===== src/hw/rtl/clutch_delay_valve_controller_macros.svh =====
// Assertion macros shared by the clutch delay valve controller RTL
`ifndef CLUTCH_DELAY_VALVE_CONTROLLER_MACROS_SVH
`define CLUTCH_DELAY_VALVE_CONTROLLER_MACROS_SVH

// same-cycle implication, clocked on i_clk, off during reset
`define CDV_ASSERT_NOW(label, ante, cons) \
    label: assert property (@(posedge i_clk) disable iff (!i_rst_n) (ante) |-> (cons)) \
        else $error("clutch delay valve check failed");

// next-cycle implication, clocked on i_clk, off during reset
`define CDV_ASSERT_NEXT(label, ante, cons) \
    label: assert property (@(posedge i_clk) disable iff (!i_rst_n) (ante) |=> (cons)) \
        else $error("clutch delay valve check failed");

`endif


===== src/hw/rtl/cdv_pkg.sv =====
// Types and register map of the clutch delay valve controller
package cdv_pkg;

    localparam int PADDR_W = 5;

    localparam logic [2:0] REG_CONTROL_ENABLE      = 3'd0;
    localparam logic [2:0] REG_SMART_MODE          = 3'd1;
    localparam logic [2:0] REG_WINDOW_MIN_PRESSURE = 3'd2;
    localparam logic [2:0] REG_WINDOW_MAX_PRESSURE = 3'd3;
    localparam logic [2:0] REG_EXIT_DELAY_TICKS    = 3'd4;
    localparam logic [2:0] REG_EXIT_SPEED          = 3'd5;
    localparam logic [2:0] REG_CLUTCH_EXIT_ENABLE  = 3'd6;

    typedef struct packed {
        logic        launch_condition;
        logic        prelaunch_condition;
        logic [15:0] clutch_pressure;
        logic        pressure_valid;
        logic [15:0] vehicle_speed;
        logic        speed_valid;
        logic        clutch_down;
    } t_in_item;

    typedef struct packed {
        logic solenoid_on;
        logic in_window;
        logic time_exit;
        logic speed_exit;
        logic release_exit;
        logic window_exit;
    } t_out_item;

    typedef struct packed {
        logic        control_enable;
        logic        smart_mode;
        logic [15:0] window_min_pressure;
        logic [15:0] window_max_pressure;
        logic [15:0] exit_delay_ticks;
        logic [15:0] exit_speed;
        logic        clutch_exit_enable;
    } t_cfg;

endpackage


===== src/hw/rtl/cdv_core.sv =====
// Per-tick valve decision logic and controller state
module cdv_core #(
    parameter int TIMER_WIDTH = 16
) (
    input  logic              i_clk,
    input  logic              i_rst_n,
    input  logic              i_step,
    input  cdv_pkg::t_in_item i_item,
    input  cdv_pkg::t_cfg     i_cfg,
    output cdv_pkg::t_out_item o_result
);
    import cdv_pkg::*;

    localparam int CMP_W = (TIMER_WIDTH > 16) ? TIMER_WIDTH : 16;

    logic                   r_valve_active, n_valve_active;
    logic                   r_prev_launch, n_prev_launch;
    logic                   r_prev_pedal_down, n_prev_pedal_down;
    logic [TIMER_WIDTH-1:0] r_ticks_end, n_ticks_end;
    logic [TIMER_WIDTH-1:0] r_ticks_on, n_ticks_on;
    t_out_item              r_flags, n_flags;

    logic        launch;
    logic [15:0] pressure;
    logic [15:0] speed;
    logic        time_on_ok;
    logic        time_end_ok;
    logic [CMP_W-1:0] delay_ext;

    always_comb begin
        launch    = i_item.launch_condition | i_item.prelaunch_condition;
        pressure  = i_item.pressure_valid ? i_item.clutch_pressure : 16'd0;
        speed     = i_item.speed_valid ? i_item.vehicle_speed : 16'd0;
        delay_ext = CMP_W'(i_cfg.exit_delay_ticks);

        n_valve_active    = r_valve_active;
        n_prev_launch     = r_prev_launch;
        n_prev_pedal_down = r_prev_pedal_down;
        n_flags           = r_flags;
        n_ticks_end = (r_ticks_end == '1) ? r_ticks_end : r_ticks_end + TIMER_WIDTH'(1);
        n_ticks_on  = (r_ticks_on == '1) ? r_ticks_on : r_ticks_on + TIMER_WIDTH'(1);
        time_on_ok  = 1'b0;
        time_end_ok = 1'b0;

        if (!i_cfg.control_enable) begin
            n_valve_active    = 1'b0;
            n_prev_launch     = 1'b0;
            n_prev_pedal_down = 1'b0;
        end else begin
            if (r_prev_launch && !launch) begin
                n_ticks_end = '0;
            end
            n_prev_launch = launch;

            n_flags.in_window = (pressure >= i_cfg.window_min_pressure) &&
                                (pressure <= i_cfg.window_max_pressure);

            if (!r_valve_active && launch && (!i_cfg.smart_mode || n_flags.in_window)) begin
                n_valve_active = 1'b1;
                n_ticks_on     = '0;
            end

            time_on_ok  = (n_ticks_on == '1) || (CMP_W'(n_ticks_on) >= delay_ext);
            time_end_ok = (n_ticks_end == '1) || (CMP_W'(n_ticks_end) >= delay_ext);

            if (n_valve_active) begin
                n_flags.time_exit    = i_cfg.smart_mode ? time_on_ok : (!launch && time_end_ok);
                n_flags.speed_exit   = (i_cfg.exit_speed != 16'd0) && (speed >= i_cfg.exit_speed);
                n_flags.release_exit = i_cfg.clutch_exit_enable && r_prev_pedal_down &&
                                       !i_item.clutch_down;
                n_prev_pedal_down    = i_item.clutch_down;
                n_flags.window_exit  = i_cfg.smart_mode && !n_flags.in_window;
                if (n_flags.time_exit || n_flags.speed_exit || n_flags.release_exit ||
                    n_flags.window_exit) begin
                    n_valve_active = 1'b0;
                end
            end
        end
        n_flags.solenoid_on = n_valve_active;
    end

    always_ff @(posedge i_clk) begin
        if (!i_rst_n) begin
            r_valve_active    <= 1'b0;
            r_prev_launch     <= 1'b0;
            r_prev_pedal_down <= 1'b0;
            r_ticks_end       <= '1;
            r_ticks_on        <= '1;
            r_flags           <= '0;
        end else if (i_step) begin
            r_valve_active    <= n_valve_active;
            r_prev_launch     <= n_prev_launch;
            r_prev_pedal_down <= n_prev_pedal_down;
            r_ticks_end       <= n_ticks_end;
            r_ticks_on        <= n_ticks_on;
            r_flags           <= n_flags;
        end
    end

    assign o_result = n_flags;

endmodule


===== src/hw/rtl/clutch_delay_valve_controller.sv =====
// Clutch delay valve controller top level: register port, handshake and result register
//
// One tick is taken per clock cycle unless a stalled result holds it. Its result appears
// in the output register in the cycle after the input transfer; the whole decision for a
// tick is a single pass of compare and flag logic from the state registers into that
// register. A new tick is taken whenever the output register is empty or its result is
// taken in the same cycle, so ticks flow at one per cycle while the result side keeps up,
// and a stalled result holds the input until that result is taken.
`include "clutch_delay_valve_controller_macros.svh"

module clutch_delay_valve_controller #(
    parameter int TIMER_WIDTH = 16
) (
    input  logic                      i_clk,
    input  logic                      i_rst_n,
    input  logic                      i_in_valid,
    output logic                      o_in_ready,
    input  cdv_pkg::t_in_item         i_in_data,
    output logic                      o_out_valid,
    input  logic                      i_out_ready,
    output cdv_pkg::t_out_item        o_out_data,
    input  logic                      psel,
    input  logic                      penable,
    input  logic                      pwrite,
    input  logic [cdv_pkg::PADDR_W-1:0] paddr,
    input  logic [31:0]               pwdata,
    output logic [31:0]               prdata,
    output logic                      pready
);
    import cdv_pkg::*;

    t_cfg      r_cfg;
    logic      r_out_valid;
    t_out_item r_out_data;
    t_out_item result;
    logic      in_xfer;
    logic      cfg_write;
    logic [2:0] reg_idx;
    logic      any_exit;

    assign reg_idx   = paddr[PADDR_W-1:2];
    assign pready    = 1'b1;
    assign cfg_write = psel && penable && pwrite;

    always_ff @(posedge i_clk) begin
        if (!i_rst_n) begin
            r_cfg <= '0;
        end else if (cfg_write) begin
            case (reg_idx)
                REG_CONTROL_ENABLE:      r_cfg.control_enable      <= pwdata[0];
                REG_SMART_MODE:          r_cfg.smart_mode          <= pwdata[0];
                REG_WINDOW_MIN_PRESSURE: r_cfg.window_min_pressure <= pwdata[15:0];
                REG_WINDOW_MAX_PRESSURE: r_cfg.window_max_pressure <= pwdata[15:0];
                REG_EXIT_DELAY_TICKS:    r_cfg.exit_delay_ticks    <= pwdata[15:0];
                REG_EXIT_SPEED:          r_cfg.exit_speed          <= pwdata[15:0];
                REG_CLUTCH_EXIT_ENABLE:  r_cfg.clutch_exit_enable  <= pwdata[0];
                default: ;
            endcase
        end
    end

    always_comb begin
        case (reg_idx)
            REG_CONTROL_ENABLE:      prdata = {31'd0, r_cfg.control_enable};
            REG_SMART_MODE:          prdata = {31'd0, r_cfg.smart_mode};
            REG_WINDOW_MIN_PRESSURE: prdata = {16'd0, r_cfg.window_min_pressure};
            REG_WINDOW_MAX_PRESSURE: prdata = {16'd0, r_cfg.window_max_pressure};
            REG_EXIT_DELAY_TICKS:    prdata = {16'd0, r_cfg.exit_delay_ticks};
            REG_EXIT_SPEED:          prdata = {16'd0, r_cfg.exit_speed};
            REG_CLUTCH_EXIT_ENABLE:  prdata = {31'd0, r_cfg.clutch_exit_enable};
            default:                 prdata = 32'd0;
        endcase
    end

    assign o_in_ready = !r_out_valid || i_out_ready;
    assign in_xfer    = i_in_valid && o_in_ready;

    cdv_core #(
        .TIMER_WIDTH(TIMER_WIDTH)
    ) u_core (
        .i_clk    (i_clk),
        .i_rst_n  (i_rst_n),
        .i_step   (in_xfer),
        .i_item   (i_in_data),
        .i_cfg    (r_cfg),
        .o_result (result)
    );

    always_ff @(posedge i_clk) begin
        if (!i_rst_n) begin
            r_out_valid <= 1'b0;
        end else if (in_xfer) begin
            r_out_valid <= 1'b1;
        end else if (i_out_ready) begin
            r_out_valid <= 1'b0;
        end
    end

    always_ff @(posedge i_clk) begin
        if (in_xfer) begin
            r_out_data <= result;
        end
    end

    assign o_out_valid = r_out_valid;
    assign o_out_data  = r_out_data;

    assign any_exit = o_out_data.time_exit || o_out_data.speed_exit ||
                      o_out_data.release_exit || o_out_data.window_exit;

    `CDV_ASSERT_NEXT(a_xfer_gives_result, in_xfer, o_out_valid)
    `CDV_ASSERT_NEXT(a_disabled_is_off, in_xfer && !r_cfg.control_enable, !o_out_data.solenoid_on)
    `CDV_ASSERT_NOW(a_on_without_exit, o_out_valid && o_out_data.solenoid_on, !any_exit)

endmodule


===== config.mk =====
export PLATFORM = sky130hd
export DESIGN_NAME = clutch_delay_valve_controller
export DESIGN_NICKNAME = d
export VERILOG_FILES = /design/src/hw/rtl/cdv_pkg.sv /design/src/hw/rtl/cdv_core.sv /design/src/hw/rtl/clutch_delay_valve_controller.sv
export VERILOG_INCLUDE_DIRS = /design/src /design/src/hw/rtl
export SDC_FILE = /design/constraint.sdc
export NUM_CORES = 1
export LEC_CHECK = 0
export BUFFER_PORTS_ARGS = -buffer_cell sky130_fd_sc_hd__buf_2
export CAP_MARGIN = 5
export CELL_PAD_IN_SITES_DETAIL_PLACEMENT = 0
export CELL_PAD_IN_SITES_GLOBAL_PLACEMENT = 2
export CORE_MARGIN = 2
export CORE_UTILIZATION = 28
export DETAILED_ROUTE_END_ITERATION = 16
export PLACE_DENSITY_LB_ADDON = 0.3
export SLEW_MARGIN = 10
export SYNTH_ARGS = -nofsm -noshare
export SYNTH_HDL_FRONTEND = slang
export SYNTH_SLANG_ARGS = --single-unit

===== constraint.sdc =====
create_clock -name i_clk -period 6 [get_ports i_clk]
set_input_delay 1.2 -clock i_clk [delete_from_list [all_inputs] [get_ports i_clk]]
set_output_delay 1.2 -clock i_clk [all_outputs]
set_load 0.02 [all_outputs]

Yosys cells after proc, flatten, opt, wreduce, memory -nomap -nowiden --
Cells that the tools add are included.
Storage, ports and cells: register bits after elaboration 114, output and inout bits 41, logic and storage cells 103
Operators by class: add/subtract/negate cells 2, $lt $le $gt $ge 5, eq/ne operators 11, muxes and demuxes 24, bitwise logic cells 1, reduce and logical (&&, ||, !) cells 36
Operators by type and width (number):
- 2-to-1 mux 16 bit | 10
- case mux 16 bit (7 select lines) | 1
- == test 16 bit, second input constant | 4
- greater-or-equal comparator 16 bit | 4
- adder 16 x 1 -> 16 bit, second input constant | 2
- less-or-equal comparator 16 bit | 1
- AND reduction 2 bit | 8
- nonzero test 16 bit | 1
- logical AND 1 bit | 12
- 2-to-1 mux 1 bit | 11
- == test 3 bit, second input constant | 3
- logical OR 1 bit | 7
- == test 3 x 2 -> 1 bit, second input constant | 2
- zero test 1 bit | 6
- 2-to-1 mux 5 bit | 1
- 2-to-1 mux 4 bit | 1
- == test 3 x 1 -> 1 bit, second input constant | 1
- zero test 3 bit | 1
- != test 2 x 1 -> 1 bit, second input constant | 1
- nonzero test 2 bit | 1
- bitwise OR 1 bit | 1

Logic depth before layout (Yosys ltp) --
Gate-level depths: netlist (run 1).
depth after elaboration 16, gate-level depth with buffers 23, mapped depth without buffers 19

Hierarchy --
A second synthesis (run 1) with hierarchy kept.
Second synthesis, totals: cell total of the unflattened synthesis 1026, area, all modules 8424.3 um2
Modules (own cells, without submodules):
- cdv_core | instances 1, cells each 692, area each 5098.6 um2
- clutch_delay_valve_controller | instances 1, cells each 334, area each 3325.7 um2

Worst setup path after synthesis (run 1) --
Ideal clock, no wire load.
path kind input-to-reg, start point input i_in_data[18] in the netlist's numbering, end point register r_out_data (netlist bit o_out_data[3]), data pin, setup time 0.260 ns, arrival time 5.555 ns, setup slack 0.185 ns, stages on the path 22, path buffers 4, cell sequence clkbuf_1 > clkbuf_1 > and2_1 > ha_1 > and4_1 > o211a_1 > a221oi_1 > o31ai_1 > a22oi_1 > nand2b_1 > and2_1 > clkbuf_1 > clkbuf_1 > nor2_1 > ha_1 > a21o_1 > a211oi_1 > o21ai_0 > or2_2 > a311o_1 > o211a_4 > mux2_2
RTL lines:
- start: declaration | RTL line clutch_delay_valve_controller.sv:18 | input cdv_pkg::t_in_item i_in_data,
- end signal: assignment | RTL line clutch_delay_valve_controller.sv:101 | r_out_data <= result;
- end: declaration | RTL line clutch_delay_valve_controller.sv:34 | t_out_item r_out_data;

==> summary.md, run 1 <==
| Metric | Value |
|---|---|
| Result of the run | finished clean |
| Clock Root Buffer | clkbuf_16 |
| Proportion of synthesized flip-flops having asynchronous set or reset | 0% |
| Worst-Margin Slew | 1180 ps |
| Required time of the critical path | between 6000 and 7000 ps |
| Power density relative to cell area | around 250 nW/um2 |
| RSZ-0062 raised after global routing | false |
| Die Area | approximately 30000 um2 |
| Die extent in y | 174 um |
| Congestion Overflow GR | 0 |
| X dimension of the die | approximately 170 um |
| Final Hold Fails | 0 |
| Finished layout cell area | approximately 9400 um2 |
| Normalized max-slew margin | 21.4% |
| Max Slew Vio Count | 0 |
| Share of final-layout standard cells stronger than drive strength 1 | roughly 13% |
| Overall fraction of global-route tracks in use | 18.4% |
| # nets final | ~1300 |
| LEAKAGE | about 3.7 nW |
| Routability cong. | ~0.8 |
| Number of H-tree levels | 4 |
| Worst-path maximum fanout | 15 |
| TritonCTS clock tree | done |
| Portion of total power attributed to the clock network | around two fifths |
| Setup-failing EPs final | 0 |
| Post-synth EDFFs | 6 |
| NetSw | about 0.00078 W |
| PortBufs | 86 |
| Worst skew pair latency | approximately 420 ps |
| Average vias per placed instance | around 5 |
| First-pass GRT wire length | about 43000 um |
| Critical Path Source Type | input port |
| CTS resizes | 0 |
| Final TNS setup | 0 ps |
| Number of nets with antenna violations after routing | 0 |
| Synth cell types | 67 |
| Total power consumption of the routed design | 0.00234 W |
| Worst Path Arrival | between 5000 and 6000 ps |
| Starting density of the core | 28.3% |
| Minimum clock period | 5430 ps |
| Total iterations of the first detailed-routing run | 5 |
| Cell area after placement | 8830 um2 |
| Relative area change from synthesis to final layout | 15.8% |
| Average cell area after synthesis | 7.48 um2 |
| Row Count | 62 |
| Yosys warns | 0 |
| Post-Synthesis Cell Area | between 8000 and 9000 um2 |
| Number of antenna repair diodes | 0 |
| Gate power share | 24.1% |
| Sw Ratio | around a third |
| Primary flip-flop cell chosen by synthesis mapping | dfxtp_1 |
| Pint | 0.00156 W |
| Setup Buffers After CTS | 0 |
| Nature of the critical path endpoint | flop |
| Area of the core | 28500 um2 |
| Number of I/O pins | ~120 |
| Number of hold buffers added after cts | 0 |
| Placed wire-length estimate after detailed placement | between 20000 and 25000 um |
| Category of the most critical setup path | input port to flop |
| Clock Pin Slew Worst Setup and Hold Paths | roughly 60 ps |
| Synthesized instance count | 1081 |
| Vias in the first global route | roughly 7500 |
| Highest clock frequency the design can meet | ~180 MHz |
| Class of the most critical hold timing path | flop to flop |
| Final cycle utilization of the critical path | between 90% and 100% |
| Max IR drop VDD | approximately 0.19 mV |
| CTS Buf Count | 17 |
| Clk sinks | around 110 |
| Maximum count of clock buffers along a single path | 2 |
| Post-detailed-route wirelength per cell | about 18 um |
| Vias after detailed routing | 7804 |
| Sequential fraction of design power | between 30% and 40% |
| Worst setup skew after layout | roughly 11 ps |
| Residual DRC count | 0 |
| Number of antenna violations at the first check in global routing | 0 |
| Initial detailed-routing violation count | about 500 |
| Maximum number of pins on one net before global-route repair | 73 |
| Number of max-cap violations | 0 |
| Total Wirelength | ~28000 um |
| Register area share after synthesis | a little under 30% |
| Share of the core filled with cells in the final layout | ~33% |
| Flip-flop and latch count after synthesis | 114 |
-- per-stage QoR --
step / setup slack [ps] / hold WS, ps / instances
final: 570 / 453 / 1534
after global routing: 304 / 478 / 1534
after CTS: 531 / 455 / 1534
after detailed placement: 106 / 447 / 1504
after global placement: 132 / 441 / 1504
after floorplan: 185 / 434 / 1096
-- per-layer routing --
metal  GRT usage, %  part of all wire (%)  vias up  wire length (um)
met2           30.2                    47      176             13200
met1           24.5                    47     3687             13000
met4           7.14                   2.7        0               750
met3           2.52                   3.1       28               857
li1               -                     -     3913                 -
met5              0                     0        -                 0
-- Yosys cell counts, types with 8 or more instances --
cell type	instances	area, um2
mux2i_1	8	80.1
and2_1	40	250
nand2_1	193	724
nor4_1	11	68.8
a31oi_1	11	68.8
a21oi_1	125	626
o211ai_1	11	82.6
ha_1	79	988
clkbuf_1	55	206
dfxtp_1	108	2160
a22o_1	17	149
a221o_1	17	170
nor3_1	10	50.1
and3_1	12	75.1
a21o_1	13	97.6
nand4_1	17	106
nand2b_1	12	75.1
xnor2_1	9	78.8
buf_4	17	128
inv_1	73	274
nand3_1	29	145
o21ai_0	53	265
nor2_1	57	214
-- final cells by class --
cell class / instances / area [um2]
Clock buffer: 22 / 474
Inverter: 74 / 278
Timing Repair Buffer: 100 / 548
Sequential cell: 114 / 2340
Multi-Input combinational cell: 832 / 5190
Fill cell: 3197 / 19200
Clock inverter: 8 / 56.3
Tap cell: 384 / 480
-- cell families after synthesis --
group,after synthesis,share of synthesized area [%]
and+or+nand+nor,418,24.9
buffers and inverters,150,7.80
AOI/OAI and AO/OA,292,23.0
muxes,13,1.69
other,2,0.0929
DFF,114,29.0
adders and majority gates,79,12.2
xor gates and xnor gates,13,1.41
-- power by group through the flow --
stage          logic (W)  registers (W)  clock network, W
2_1_floorplan   0.000419       0.000835                 0
6_report        0.000562       0.000839          0.000937
5_1_grt         0.000637       0.000845          0.000991
3_5_place_dp    0.000560       0.000854                 0
4_1_cts         0.000564       0.000838          0.000957
3_3_place_gp    0.000561       0.000855                 0
-- worst paths after layout --
kind                          start  slack, ps                 to  cells past startpoint
setup / recovery      i_in_data[18]        570      o_out_data[3]                     22
hold reg to reg   u_core.r_flags[0]        450  u_core.r_flags[0]                      2
setup reg to reg          r_cfg[49]       1240      o_out_data[3]                     20
hold / removal    u_core.r_flags[0]        450  u_core.r_flags[0]                      2
-- worst max-delay path, stage by stage --
cell      delay (ps)
buf_2            190
nand2_1          120
ha_1             280
nand2b_1         150
a221oi_1         270
nor4_1           110
o311ai_0         330
a22oi_1          150
buf_4            200
nand2b_1         170
and2_1           180
buf_12           150
a21o_1           160
ha_1             250
nand2b_1         150
a31o_2           240
a21oi_1          140
o21ai_0          110
or2_2            290
a311o_1          320
o211a_4          180
mux2_2           260
-- placed cells by master, fill, tap and decap left out, types with 5 or more instances in the layout --
cell type  netlist  layout
and3_1          12      12
nand4_1         17      17
buf_2            1      86
a31oi_1         11      11
edfxtp_1         6       6
a221o_1         17      17
o221ai_1         5       5
ha_1            79      79
mux2i_1          8       8
o311ai_0         5       5
nand3_1         29      29
nand2_1        193     193
and2_1          40      40
a21oi_1        125     125
nor4_1          11      11
xnor2_1          9       9
dfxtp_1        108     108
nor2_1          57      57
o21ai_0         53      53
nand2b_1        12      12
a21o_1          13      13
buf_4           17      13
inv_1           73      73
nor3_1          10       9
o211ai_1        11      11
a22o_1          17      17
mux2_2           5       5
and4_1           7       7
clkbuf_16        0      17
conb_1           2      17
-- registers in the layout, summed over array words and instances, names as in the netlist --
signal and cells:
o_out_data 6, u_core.r_ticks_end 16, u_core.r_prev_launch 1, u_core.r_flags 5, u_core.r_ticks_on 16, u_core.r_valve_active 1
u_core.r_prev_pedal_down 1, r_cfg 67, o_out_valid 1
Power figures use the tool's default switching activity.
==> run 2: changes to the inputs <==
--- a/config.mk
+++ b/config.mk
@@ -14,7 +14,9 @@
 export CORE_UTILIZATION = 28
 export DETAILED_ROUTE_END_ITERATION = 16
 export PLACE_DENSITY_LB_ADDON = 0.3
+export RECOVER_POWER = 25
 export SLEW_MARGIN = 10
 export SYNTH_ARGS = -nofsm -noshare
 export SYNTH_HDL_FRONTEND = slang
 export SYNTH_SLANG_ARGS = --single-unit
+export TNS_END_PERCENT = 100
==> run 2 against run 1 <==
The run now ends with capacitance limit, slew limit left. Clock power about the same. Core utilization down 0.070 points. Sequential share of layout area rose by 0.054 points. Global-route usage unchanged. Routed wire length about the same. Die area unchanged. Flip-flop and latch count did not move.
==> summary.md, run 2 (synthesized netlist as in run 1, its figures left out) <==
| Metric | Value |
|---|---|
| Post-detailed-route wirelength per cell | 18.1 um (about the same) |
| X dimension of the die | 174 um (unchanged) |
| Worst setup skew after layout | 10.8 ps (+0.00820 ps) |
| Minimum clock period | 5430 ps (-0.0140 ps) |
| Worst flop-to-flop path endpoint | o_out_data[3] |
| WHS | 453 ps (unchanged) |
| Maximum count of clock buffers along a single path | 2 (unchanged) |
| Initial detailed-routing violation count | 491 (+1.0%) |
| Clk sinks | 114 (unchanged) |
| CTS Buf Count | 17 (unchanged) |
| Result of the run | finished with violations |
| # nets final | 1299 (unchanged) |
| Total Wirelength | 27800 um (about the same) |
| Clock Pin Slew Worst Setup and Hold Paths | 60 ps (about the same) |
| Max Slew Vio Count | 109 (+109) |
| Total iterations of the first detailed-routing run | 5 (unchanged) |
| Maximum number of pins on one net before global-route repair | 73 (unchanged) |
| Number of nets with antenna violations after routing | 0 (unchanged) |
| Die Area | 30300 um2 (unchanged) |
| LEAKAGE | 3.67 nW (-0.87%) |
| Final TNS setup | 0 ps (unchanged) |
| Biggest registers after layout | r_cfg x67, u_core.r_ticks_end x16, u_core.r_ticks_on x16 |
| Filler cell count in the final layout | 3197 (unchanged) |
| Average vias per placed instance | 5.10 (+0.28%) |
| Number of H-tree levels | 4 (unchanged) |
| Routability cong. | 0.802 (unchanged) |
| R2R depth | 20 (unchanged) |
| Share of final-layout standard cells stronger than drive strength 1 | 11.7% (-0.96 points) |
| Required time of the critical path | 6170 ps (about the same) |
| Power density relative to cell area | 250 nW/um2 (+0.21%) |
| Category of the most critical setup path | input port to flop |
| Nature of the critical path endpoint | flop |
| Final worst-path setup slack | 570 ps (+0.0140 ps) |
| CTS resizes | 0 (unchanged) |
| Cell area after placement | 8830 um2 (unchanged) |
| Worst skew pair latency | 420 ps (about the same) |
| Commonest cells after routing, fill and taps aside | nand2_1, a21oi_1, dfxtp_1 |
| Number of max-cap violations | 2 (+2) |
| RSZ-0062 raised after global routing | false |
| Register-to-register path setup slack | 1240 ps (about the same) |
| TritonCTS clock tree | done |
| Normalized max-slew margin | -20.0% (-41 points) |
| Setup Buffers After CTS | 0 (unchanged) |
| Number of I/O pins | 122 (unchanged) |
| Area of the core | 28500 um2 (unchanged) |
| Number of hold buffers added after cts | 0 (unchanged) |
| Vias in the first global route | 7470 (unchanged) |
| PortBufs | 86 (unchanged) |
| Max IR drop VDD | 0.187 mV (about the same) |
| Number of antenna violations at the first check in global routing | 0 (unchanged) |
| Residual DRC count | 0 (unchanged) |
| Clock Root Buffer | clkbuf_16 |
| Die extent in y | 174 um (unchanged) |
| Number of antenna repair diodes | 0 (unchanged) |
| Share of the core filled with cells in the final layout | 32.7% (-0.070 points) |
| Setup-failing EPs final | 0 (unchanged) |
| Most common cell after layout, fill and taps aside | nand2_1 |
| Max reg flops | 67 (unchanged) |
| Row Count | 62 (unchanged) |
| Starting density of the core | 28.3% (unchanged) |
| Placed wire-length estimate after detailed placement | 20300 um (unchanged) |
| Finished layout cell area | 9350 um2 (-0.21%) |
| Final Hold Fails | 0 (unchanged) |
| Relative area change from synthesis to final layout | 15.5% |
| Failing checks | capacitance limit, slew limit |
| First-pass GRT wire length | 43400 um (unchanged) |
| Critical Path Source Type | input port |
| Highest clock frequency the design can meet | 184 MHz (about the same) |
| Overall fraction of global-route tracks in use | 18.4% (unchanged) |
| Startpoint of the worst setup timing path | i_in_data[18] |
| Worst-Margin Slew | 1800 ps (+620 ps) |
| Pre-CTS setup slack | 106 ps (unchanged) |
| Register with the highest flop count | r_cfg |
| Congestion Overflow GR | 0 (unchanged) |
| Reg-to-reg startpoint | r_cfg[49] |
| Worst Path Arrival | 5600 ps (about the same) |
| Worst-path maximum fanout | 15 (unchanged) |
| CP Capture Point | o_out_data[3] |
| Class of the most critical hold timing path | flop to flop |
| Final cycle utilization of the critical path | 90.5% (about the same) |
| Vias after detailed routing | 7826 (+0.28%) |
run 2: power by group:
part	total [W]	switching [W]	internal (W)	leakage, nW
combinational	0.000562	0.000347	0.000214	2.47
sequential	0.000840	0.0000466	0.000793	0.939
clock	0.000937	0.000382	0.000555	0.254
run 2: critical path: stages:
cell and delay [ps]:
buf_2 190, nand2_1 120, ha_1 280, nand2b_1 150, a221oi_1 270, nor4_1 110
o311ai_0 330, a22oi_1 150, buf_4 200, nand2b_1 170, and2_1 180, buf_12 150
a21o_1 160, ha_1 250, nand2b_1 150, a31o_2 240, a21oi_1 140, o21ai_0 110
or2_2 290, a311o_1 320, o211a_4 180, mux2_2 260
run 2: layer usage:
metal / global-route usage [%] / wire, um / share of wire (%)
met5: 0 / 0 / 0
met4: 7.14 / 750 / 2.7
met3: 2.52 / 881 / 3.2
met2: 30.2 / 13200 / 47
met1: 24.5 / 13000 / 47
run 2: through the flow:
stage	total power (W)	cells
after floorplan	0.00125	1096
after global placement	0.00142	1504
after detailed placement	0.00141	1504
after CTS	0.00236	1534
after global routing	0.00247	1534
final	0.00234	1534
run 2: worst min path at each step:
stage               slack (ps)         startpoint  depth (start not counted)                 to
floorplan                  430  u_core.r_flags[4]                          2  u_core.r_flags[4]
detailed placement         450  u_core.r_flags[0]                          2  u_core.r_flags[0]
global placement           440  u_core.r_flags[4]                          2  u_core.r_flags[4]
global route               480  u_core.r_flags[3]                          2  u_core.r_flags[3]
CTS                        450  u_core.r_flags[0]                          2  u_core.r_flags[0]
finish                     450  u_core.r_flags[0]                          2  u_core.r_flags[0]
run 2: area by class of cell:
cell class                 count  area, um2  share of cell area [%]
tap                          384        480                    5.14
multi-input combinational    832       5190                    55.5
inverter                      74        278                    2.97
sequential                   114       2340                    25.1
clock inverter                 8       56.3                   0.602
timing repair buffer         100        528                    5.65
clock buffer                  22        474                    5.07
==> run 3: changes to the inputs <==
--- a/config.mk
+++ b/config.mk
@@ -13,6 +13,7 @@
 export CORE_MARGIN = 2
 export CORE_UTILIZATION = 28
 export DETAILED_ROUTE_END_ITERATION = 16
+export GPL_TIMING_DRIVEN = 0
 export PLACE_DENSITY_LB_ADDON = 0.3
 export RECOVER_POWER = 25
 export SLEW_MARGIN = 10
==> run 3 against run 2 <==
Combinational power grew 6.9%. Sequential share of layout area is 0.90 points lower. Worst hold slack gained 0.79 ps. First-iteration DRC count is 9.2% higher. Clock skew increased by 3.3 ps. Power rose by 8.9%. Non-clock buffer count up 58. Clock-buffer cell count is 3 higher. The run now ends clean. Critical path type unchanged. Critical path depth decreased by 1. Sequential power decreased by 1%. Maximum frequency shrank 5.4%. Routed wire length up 3.5%.
==> summary.md, run 3 (synthesized netlist as in run 1, its figures left out) <==
| Metric | Value |
|---|---|
| PortBufs | 83 (-3.5%) |
| Cell area after placement | 9040 um2 (+2.4%) |
| Category of the most critical setup path | input port to flop |
| Final Hold Fails | 0 (unchanged) |
| Max IR drop VDD | 0.155 mV (-17%) |
| Max reg flops | 67 (unchanged) |
| Number of antenna repair diodes | 0 (unchanged) |
| Clock Root Buffer | clkbuf_16 |
| Worst skew pair latency | 430 ps (about the same) |
| Worst-path maximum fanout | 11 (-4) |
| X dimension of the die | 174 um (unchanged) |
| # nets final | 1357 (+4.5%) |
| Placed wire-length estimate after detailed placement | 22600 um (+11%) |
| Vias in the first global route | 7704 (+3.1%) |
| Row Count | 62 (unchanged) |
| Residual DRC count | 0 (unchanged) |
| Number of max-cap violations | 0 (-2) |
| Number of nets with antenna violations after routing | 0 (unchanged) |
| Final TNS setup | 0 ps (unchanged) |
| Clock Pin Slew Worst Setup and Hold Paths | 60 ps (about the same) |
| Worst Path Arrival | 5920 ps (+320 ps) |
| Class of the most critical hold timing path | flop to flop |
| Normalized max-slew margin | 11.4% (+31 points) |
| Average vias per placed instance | 5.02 (-1.5%) |
| Cells along the critical path | buf_2, clkbuf_2, and2_1, ha_1, and3_1, nand3_1, nor4_1, o311ai_1, a22oi_2, nand2b_1, and2_2, clkbuf_2, nor2_1, ha_1, a21o_1, a211oi_1, o21ai_0, or2_2, a311o_1, o211a_4, mux2_2 |
| Max Slew Vio Count | 0 (-100%) |
| First-pass GRT wire length | 44300 um (+2.0%) |
| Clk sinks | 114 (unchanged) |
| Share of final-layout standard cells stronger than drive strength 1 | 11.8% (+0.17 points) |
| Total buffers and inverters traversed by the critical path | 3 (unchanged) |
| Starting density of the core | 28.3% (unchanged) |
| Required time of the critical path | 6180 ps (about the same) |
| RSZ-0062 raised after global routing | false |
| Finished layout cell area | 9690 um2 (+3.7%) |
| Die extent in y | 174 um (unchanged) |
| Vias after detailed routing | 8008 (+2.3%) |
| Worst setup skew after layout | 14.1 ps (+3.26 ps) |
| Number of H-tree levels | 4 (unchanged) |
| Minimum clock period | 5740 ps (+312 ps) |
| Worst-Margin Slew | 1330 ps (-473 ps) |
| Critical path's largest stage delay | 380 ps (+50 ps) |
| Maximum count of clock buffers along a single path | 2 (unchanged) |
| Register with the highest flop count | r_cfg |
| Most common cell after layout, fill and taps aside | nand2_1 |
| Overall fraction of global-route tracks in use | 19.0% (+0.62 points) |
| Initial detailed-routing violation count | 536 (+9.2%) |
| Standard cell with the maximum stage delay on the critical path | nor4_1 |
| Post-detailed-route wirelength per cell | 18.0 um (-0.38%) |
| Dominant delay contributor by cell family on the critical path | simple AND/OR/NAND/NOR gates |
| LEAKAGE | 3.83 nW (+4.4%) |
| Critical Path Source Type | input port |
| Setup-failing EPs final | 0 (unchanged) |
| Commonest cells after routing, fill and taps aside | nand2_1, a21oi_1, dfxtp_1 |
| TritonCTS clock tree | done |
| Number of I/O pins | 122 (unchanged) |
| Relative area change from synthesis to final layout | 19.8% |
| Die Area | 30300 um2 (unchanged) |
| Highest clock frequency the design can meet | 174 MHz (-5.4%) |
| Total Wirelength | 28700 um (+3.5%) |
| Total power consumption of the routed design | 0.00255 W (+8.9%) |
| Area of the core | 28500 um2 (unchanged) |
| Nature of the critical path endpoint | flop |
| Result of the run | finished clean |
| Power density relative to cell area | 263 nW/um2 (+5.0%) |
| Biggest registers after layout | r_cfg x67, u_core.r_ticks_end x16, u_core.r_ticks_on x16 |
| Number of antenna violations at the first check in global routing | 0 (unchanged) |
| Congestion Overflow GR | 0 (unchanged) |
| Maximum number of pins on one net before global-route repair | 17 (-77%) |
| Final cycle utilization of the critical path | 95.7% (+5.2 points) |
| Routability cong. | 0.812 (+1.3%) |
| Total iterations of the first detailed-routing run | 7 (+2) |
| CTS Buf Count | 17 (unchanged) |
-- run 3: through the flow --
step | setup slack, ps | hold slack, ps | instances | utilization [%]
floorplan | 185 | 434 | 1096 | -
global placement | -1420 | 444 | 1563 | 31.7
detailed placement | -1390 | 451 | 1563 | 31.7
CTS | 85.6 | 458 | 1594 | 34.0
global route | 27.0 | 486 | 1594 | 33.9
finish | 257 | 454 | 1594 | 33.9
-- run 3: path summary, 6_finish.rpt --
check	from	to	slack (ps)	cells past startpoint
max	i_in_data[18]	o_out_data[3]	260	21
min	u_core.r_flags[0]	u_core.r_flags[0]	450	2
max reg2reg	r_cfg[56]	o_out_data[3]	1170	19
min reg2reg	u_core.r_flags[0]	u_core.r_flags[0]	450	2
-- run 3: final cells by class --
type	count	area (um2)
repair buffers	84	412
fillers	3174	18900
clock buffers	25	528
clock inverters	7	115
multi-input cells	832	5190
flip-flops and latches	114	2340
plain buffers	74	348
well taps	384	480
inverters	74	278
-- run 3: tightest hold or removal path: cells and delay by family, from the launching register on --
kind               cells  cell delay (ps)
DFF                    1              300
AOI/OAI and AO/OA      1               50
and+or+nand+nor        1               50
-- run 3: power breakdown --
group          internal, W  switching, W  total (W)  leakage, nW
logic             0.000227      0.000374   0.000601         2.57
clock network     0.000736      0.000381    0.00112        0.318
registers         0.000793     0.0000348   0.000828        0.939
total              0.00176      0.000790    0.00255         3.83
-- run 3: per-layer routing --
layer	track usage, %	routed length [um]	share of wire, %
met3	2.73	878	3.1
met1	24.8	13300	46
met2	32.5	14000	49
met5	0	0	0
met4	5.74	587	2.0
-- run 3: repair_timing --
action	4_1_cts	5_1_grt
setup buffers	1	0
gates resized for setup	3	3
hold buffers	0	0
pin swaps	1	1
endpoints found under the setup margin	4	4
hold endpoints to repair	0	0
